--- src/rtl/core/dq_pkg.sv ---
`timescale 1ns / 1ps
`default_nettype none
// ----------------------------------------------------------------------------
// dq_pkg
// Shared sizes, operation and status codes, controller states and the
// command/status bundles between the deque controller and its datapath.
// ----------------------------------------------------------------------------
package dq_pkg;

    localparam int DEPTH     = 1024;
    localparam int ADDR_W    = $clog2(DEPTH);
    localparam int SUM_W     = ADDR_W + 1;
    localparam int CNT_W     = $clog2(DEPTH + 1);
    localparam int OP_W      = 3;
    localparam int VALUE_W   = 64;
    localparam int STATUS_W  = 2;
    localparam int S_TDATA_W = ((VALUE_W + 7) / 8) * 8;
    localparam int S_PAD_W   = S_TDATA_W - VALUE_W;
    localparam int M_TDATA_W = ((VALUE_W + CNT_W + 7) / 8) * 8;
    localparam int M_PAD_W   = M_TDATA_W - VALUE_W - CNT_W;

    typedef enum logic [OP_W-1:0] {
        OP_PUSH_BACK  = 3'd0,
        OP_PUSH_FRONT = 3'd1,
        OP_POP_FRONT  = 3'd2,
        OP_POP_BACK   = 3'd3,
        OP_PEEK_FRONT = 3'd4,
        OP_PEEK_BACK  = 3'd5,
        OP_SIZE       = 3'd6,
        OP_CLEAR      = 3'd7
    } op_t;

    typedef enum logic [STATUS_W-1:0] {
        STAT_OK    = 2'd0,
        STAT_EMPTY = 2'd1,
        STAT_FULL  = 2'd2
    } status_t;

    typedef enum logic [1:0] {
        CS_IDLE = 2'd0,
        CS_EXEC = 2'd1,
        CS_RESP = 2'd2
    } ctrl_state_t;

    // Controller to datapath
    typedef struct packed {
        logic    load;      // capture the accepted operation and value
        logic    commit;    // capture the result and read the memory
        logic    mem_wr;    // write the push value
        logic    wr_front;  // write slot ahead of head, else slot past tail
        logic    rd_back;   // read the last entry, else the head entry
        logic    head_inc;
        logic    head_dec;
        logic    cnt_inc;
        logic    cnt_dec;
        logic    clear;
        logic    data_sel;  // result carries memory data, else zero
        status_t status;
    } cmd_t;

    // Datapath to controller
    typedef struct packed {
        op_t  op;
        logic empty;
        logic full;
    } sts_t;

endpackage
`default_nettype wire

--- src/rtl/core/dq_ctrl.sv ---
`timescale 1ns / 1ps
`default_nettype none
// ----------------------------------------------------------------------------
// dq_ctrl
// Sequencer for the deque: accept, execute, hand off the result.
// ----------------------------------------------------------------------------
module dq_ctrl (
    input  wire logic         aclk,
    input  wire logic         aresetn,
    input  wire logic         s_tvalid,
    output logic              s_tready,
    output logic              m_tvalid,
    input  wire logic         m_tready,
    input  wire dq_pkg::sts_t sts,
    output dq_pkg::cmd_t      cmd
);

    dq_pkg::ctrl_state_t state_reg;
    dq_pkg::ctrl_state_t state_next;

    always_ff @(posedge aclk) begin
        if (!aresetn) begin
            state_reg <= dq_pkg::CS_IDLE;
        end else begin
            state_reg <= state_next;
        end
    end

    always_comb begin
        state_next = state_reg;
        s_tready   = 1'b0;
        m_tvalid   = 1'b0;
        cmd        = '0;
        cmd.status = dq_pkg::STAT_OK;
        unique case (state_reg)
            dq_pkg::CS_IDLE: begin
                s_tready = 1'b1;
                if (s_tvalid) begin
                    cmd.load   = 1'b1;
                    state_next = dq_pkg::CS_EXEC;
                end
            end
            dq_pkg::CS_EXEC: begin
                cmd.commit = 1'b1;
                state_next = dq_pkg::CS_RESP;
                unique case (sts.op)
                    dq_pkg::OP_PUSH_BACK, dq_pkg::OP_PUSH_FRONT: begin
                        if (sts.full) begin
                            cmd.status = dq_pkg::STAT_FULL;
                        end else begin
                            cmd.mem_wr   = 1'b1;
                            cmd.cnt_inc  = 1'b1;
                            cmd.wr_front = (sts.op == dq_pkg::OP_PUSH_FRONT);
                            cmd.head_dec = (sts.op == dq_pkg::OP_PUSH_FRONT);
                        end
                    end
                    dq_pkg::OP_POP_FRONT, dq_pkg::OP_PEEK_FRONT: begin
                        if (sts.empty) begin
                            cmd.status = dq_pkg::STAT_EMPTY;
                        end else begin
                            cmd.data_sel = 1'b1;
                            cmd.head_inc = (sts.op == dq_pkg::OP_POP_FRONT);
                            cmd.cnt_dec  = (sts.op == dq_pkg::OP_POP_FRONT);
                        end
                    end
                    dq_pkg::OP_POP_BACK, dq_pkg::OP_PEEK_BACK: begin
                        cmd.rd_back = 1'b1;
                        if (sts.empty) begin
                            cmd.status = dq_pkg::STAT_EMPTY;
                        end else begin
                            cmd.data_sel = 1'b1;
                            cmd.cnt_dec  = (sts.op == dq_pkg::OP_POP_BACK);
                        end
                    end
                    dq_pkg::OP_SIZE: begin
                    end
                    dq_pkg::OP_CLEAR: begin
                        cmd.clear = 1'b1;
                    end
                endcase
            end
            dq_pkg::CS_RESP: begin
                m_tvalid = 1'b1;
                if (m_tready) begin
                    state_next = dq_pkg::CS_IDLE;
                end
            end
            default: begin
                state_next = dq_pkg::CS_IDLE;
            end
        endcase
    end

`ifndef NO_ASSERTIONS
    a_one_side: assert property (@(posedge aclk) disable iff (!aresetn)
        !(s_tready && m_tvalid))
        else $error("input and result channels open at once");

    a_exec_to_resp: assert property (@(posedge aclk) disable iff (!aresetn)
        (state_reg == dq_pkg::CS_EXEC) |=> m_tvalid)
        else $error("result not offered after execute");

    a_no_write_full: assert property (@(posedge aclk) disable iff (!aresetn)
        cmd.mem_wr |-> !sts.full)
        else $error("write commanded into a full queue");
`endif

endmodule
`default_nettype wire

--- config.mk ---
export PLATFORM = sky130hd
export DESIGN_NAME = dq_ctrl
export DESIGN_NICKNAME = d
export VERILOG_FILES = /design/src/rtl/core/dq_pkg.sv /design/src/rtl/core/dq_ctrl.sv
export SDC_FILE = /design/constraint.sdc
export NUM_CORES = 1
export LEC_CHECK = 0
export BUFFER_PORTS_ARGS = -buffer_cell sky130_fd_sc_hd__buf_2
export CAP_MARGIN = 20
export CORE_AREA = 2 2 39 41
export DETAILED_ROUTE_END_ITERATION = 10
export DIE_AREA = 0 0 41 43
export PLACE_DENSITY = 0.53
export SYNTH_ARGS = -nofsm -noshare
export SYNTH_HDL_FRONTEND = slang
export SYNTH_SLANG_ARGS = --single-unit
--- constraint.sdc ---
create_clock -name aclk -period 1.4 [get_ports aclk]
set_input_delay 0.14 -clock aclk [delete_from_list [all_inputs] [get_ports aclk]]
set_output_delay 0.14 -clock aclk [all_outputs]
set_load 0.05 [all_outputs]
==> results of run 1 <==
timing repair:
item	4_1_cts	5_1_grt
resized for setup	8	8
pin swaps	1	1
endpoints found under the setup margin	10	9
synthesized netlist by cell type (all sizes together), types with 2 or more instances:
library cell,n,area [µm²]
nand2b,3,18.77
dfxtp,2,40.04
nor3b,3,27.52
nor2,2,7.510
nor4,3,25.02
buf,5,38.78
and3,2,12.51
through the flow:
stage / worst slack, ps / setup TNS, ps / total power (W)
floorplan: -306.7 / -603.8 / 0.0001658
global placement: 135.1 / 0 / 0.0002101
global route: 6.474 / 0 / 0.0003538
CTS: -13.49 / -26.81 / 0.0003495
detailed placement: 98.35 / 0 / 0.0002105
finish: 73.41 / 0 / 0.0003334
layer usage:
metal	wire length [µm]	global-route usage [%]	vias up
met5	0	0	-
met4	19	8.000	0
met3	88	2.094	2
met2	283	11.88	20
met1	268	11.50	118
li1	-	-	143
cell type report:
cell class | instances | share of cell area [%]
Sequential cell | 2 | 8.421
Multi-Input combinational cell | 20 | 44.21
Timing Repair Buffer | 26 | 37.63
Clock buffer | 3 | 4.737
Inverter | 1 | 0.7895
Tap cell | 16 | 4.211
cell families after synthesis:
family,synth area share (%)
AO/OA/AOI/OAI,3.298
XOR/XNOR,3.847
buffers and inverters,18.68
flip-flops,17.58
AND/OR/NAND/NOR,56.59
power by group:
group	switching [W]	internal, W	leakage, nW
clock network	0.0000314	0.0000944	0.0138
registers	0.00000262	0.0000610	0.0165
logic	0.0000979	0.0000461	0.197
total	0.000132	0.000202	0.227
path summary, 6_finish.rpt:
kind / start / end / cells past startpoint / slack, ps
setup / recovery: state_reg[1]$_SDFFE_PN0P_ / cmd[2] / 3 / 70
hold / removal: aresetn / state_reg[1]$_SDFFE_PN0P_ / 2 / 130
setup reg to reg: state_reg[1]$_SDFFE_PN0P_ / state_reg[1]$_SDFFE_PN0P_ / 3 / 470
hold reg to reg: state_reg[1]$_SDFFE_PN0P_ / state_reg[0]$_SDFFE_PN0P_ / 3 / 670
==> results.toml, run 1 <==
[clocking]
clk_pin_slew_ps = 30
clockBufferDepth = 2
cts_root_buffer = "clkbuf_4"
postCtsSetupBuffers = 0
cts_sinks = 2
cts_hold_buffers = 0
numCtsBuffers = 3
h-tree-depth = 1
insertion_delay_ps = 220
tritoncts = "yes"

[yosys]
postSynthCellCount = 28
synth.avg_cell_area_um2 = 8.133
synth_edf_count = 0
ys_seq_area_share_pct = 17.58
synth-seq-cells = 2
ys_warn_count = 0
synth_flop_cell = "dfxtp_1"
ys_types = 19
synth_fp_nets = 37
async_flop_share_pct = 0
syn_area_um2 = 227.7

[detailed_routing]
antenna_left = 0
wl_um = 660
vias = 283
drt_pass1_iterations = 2
avgRoutedWirePerCell_um = 9.706
route.detailed.drc = 0
drt_iter0_markers = 1
vias_per_cell = 4.162

[setup_path]
arrival_ps = 1190
path_buf_inv = 1
slowest_delay_ps = 300
critPathTopFamily = "simple AND/OR/NAND/NOR gates"
crit_chain = "nand2b_4 -> nor3b_2 -> buf_2"
cp-end-kind = "output port"
worstSetupPathType = "register to output port"
slowest_stage = "dfxtp_1"
start_kind = "register"
crit_fanout = 8
cp_data_required_time_ps = 1260

[global_routing]
grt_usage_pct = 9.018
overflow = 0
grt_pass1_vias = 245
antenna_found_initial = 0
grt_pass1_wl_mm = 1.055
grt_max_degree = 9

[final_layout]
layout_commonest_cell = "buf_2"
nNetsFinal = 63
largest_reg_flops = 2
multi_input_area_um2 = 210.2
regArea_um2 = 40.04
area_growth_pct = 108.8
stdcell_area_um2 = 475.5
drive_above_1_share_pct = 73.08
most-common-layout-cells = "14 x buf_2, 5 x clkbuf_4, 5 x buf_6, 5 x buf_4, 3 x nor4_4"
final.fill_count = 152
final_core_util_pct = 34.36
antenna_cells = 0
final_cells = 68

[timing]
tightest_slew_ps = 257.6
max_freq_mhz = 753.8
period_share_pct = 94.76
rsz0062_at_grt = "no"
finalClockSkew_ps = 2.933
slew_headroom_pct = 82.70
min_period_ps = 1327
drv_slew = 0
hold_viol_final = 0
whs_ps = 133.0
setup_viol = 0

[pwr]
p_per_area_nw_per_um2 = 701.3
p_leak_nw = 0.2268
ir_drop_uv = 390.1

[hold_path]
hold_path_class = "input port to register"

[placement]
postPlaceCellArea_um2 = 424.2
dp.cells = 66
place_congestion = 0.5637
io_buffers = 23
dp_hpwl_um = 538.7

[floorplan]
num_io_pins = 24
die_x_um = 41
fp.coreArea_um2 = 1384
design.die.area_um2 = 1763
row_count = 14
die_height_um = 43
initial_utilization_pct = 16.46

[run_status]
outcome = "complete, no violations"

[job]
maxCapViolations = 0
Power figures use the tool's default switching activity.
==> run 2: changes to the inputs <==
clock period = 1.3 ns   (was 1.4 ns; I/O delays follow)
==> results.toml, run 2 (synthesis results as in run 1) <==
[run_status]
outcome = "finished, violations left"
violations = "negative setup slack"

[placement]
dp_hpwl_um = 499.9
dp.cells = 62
place_congestion = 0.5720
io_buffers = 23

[floorplan]
row_count = 14
design.die.area_um2 = 1763
num_io_pins = 24
initial_utilization_pct = 16.46
die_x_um = 41
fp.coreArea_um2 = 1384
die_height_um = 43

[final_layout]
final.fill_count = 146
largest_reg_flops = 2
nNetsFinal = 61
antenna_cells = 0
multi_input_area_um2 = 210.2
layout_commonest_cell = "buf_2"
most-common-layout-cells = "11 x buf_2, 10 x buf_6, 3 x nor4_4, 3 x clkbuf_4, 3 x buf_4"
area_growth_pct = 115.9
drive_above_1_share_pct = 76.00
final_cells = 66
regArea_um2 = 45.04

[global_routing]
grt_pass1_wl_mm = 1.000
overflow = 0
antenna_found_initial = 0
grt_max_degree = 9
grt_pass1_vias = 246
grt_usage_pct = 8.717

[setup_path]
path_buf_inv = 1
arrival_ps = 1220
worstSetupPathType = "register to output port"
start_kind = "register"
cp-end-kind = "output port"
crit_fanout = 8
slowest_delay_ps = 300
slowest_stage = "dfxtp_2"
crit_chain = "nand2b_4 -> nor4b_4 -> buf_6"
cp_data_required_time_ps = 1170
critPathTopFamily = "simple AND/OR/NAND/NOR gates"

[job]
maxCapViolations = 0

[timing]
finalClockSkew_ps = 1.159
slew_headroom_pct = 82.19
fin_ws_ps = -47.86
period_share_pct = 103.7
max_freq_mhz = 741.9
setup_viol = 3
hold_viol_final = 0
rsz0062_at_grt = "yes"
whs_ps = 120.4
min_period_ps = 1348
drv_slew = 0
tightest_slew_ps = 265.2

[detailed_routing]
vias_per_cell = 4.348
drt_pass1_iterations = 2
avgRoutedWirePerCell_um = 10.18
drt_iter0_markers = 2
route.detailed.drc = 0
antenna_left = 0
wl_um = 672
vias = 287

[pwr]
p_leak_nw = 0.2230
p_per_area_nw_per_um2 = 725.1
ir_drop_uv = 475.9

[hold_path]
hold_path_class = "input port to register"

[clocking]
numCtsBuffers = 3
insertion_delay_ps = 220
clockBufferDepth = 2
clk_pin_slew_ps = 30
h-tree-depth = 1
cts_sinks = 2
cts_root_buffer = "clkbuf_4"
tritoncts = "yes"
==> run 2: changes by cell type in the layout (fill, tap and decap cells not counted), sizes merged <==
cell | previous run | this run
clkbuf | 5 | 3
==> run 2: worst paths after layout <==
path,from,endpoint,slack (ps),cells past startpoint
worst max-delay path,state_reg[1]$_SDFFE_PN0P_,cmd[1],-50,3
worst max register to register,state_reg[1]$_SDFFE_PN0P_,state_reg[1]$_SDFFE_PN0P_,390,3
worst min register to register,state_reg[0]$_SDFFE_PN0P_,state_reg[0]$_SDFFE_PN0P_,600,2
worst min-delay path,aresetn,state_reg[1]$_SDFFE_PN0P_,120,2
==> run 2: timing repair <==
item / 4_1_cts / 5_1_grt
setup endpoints to repair: 10 / 12
hold buffers: 0 / 0
resized for setup: 18 / 8
pin swaps: 2 / 2
cloned: 0 / 0
setup buffers: 1 / 0
==> run 2: metal layers <==
metal | vias up | share of wire (%) | track usage [%]
met3 | 0 | 8.0 | 4.712
met5 | - | 0 | 0
met1 | 133 | 39 | 8.307
met2 | 15 | 52 | 13.44
li1 | 139 | - | -
met4 | 0 | 0 | 6.000
==> run 2: area by class of cell <==
cell class	instances	share of cell area, %
Clock buffer	3	4.580
Inverter	1	0.7634
Multi-Input combinational cell	20	42.75
Sequential cell	2	9.160
Tap cell	16	4.071
Timing Repair Buffer	24	38.68
==> run 2: metrics by stage <==
step                TNS (ps)  power (W)  setup WS [ps]  area (µm²)  utilization (%)
global route          -648.0  0.0003905         -142.8       491.7            35.53
CTS                   -169.6  0.0003644         -83.58       471.7            34.09
global placement           0  0.0002100          63.63       382.9            27.67
floorplan              -1480  0.0001828         -379.4       294.0                -
detailed placement         0  0.0002104          45.89       382.9            27.67
finish                -87.27  0.0003566         -47.86       491.7            35.53
==> run 2: report_power, final <==
part | internal [W] | switching, W
sequential | 0.0000655 | 0.00000425
clock | 0.000102 | 0.0000325
combinational | 0.0000495 | 0.000103
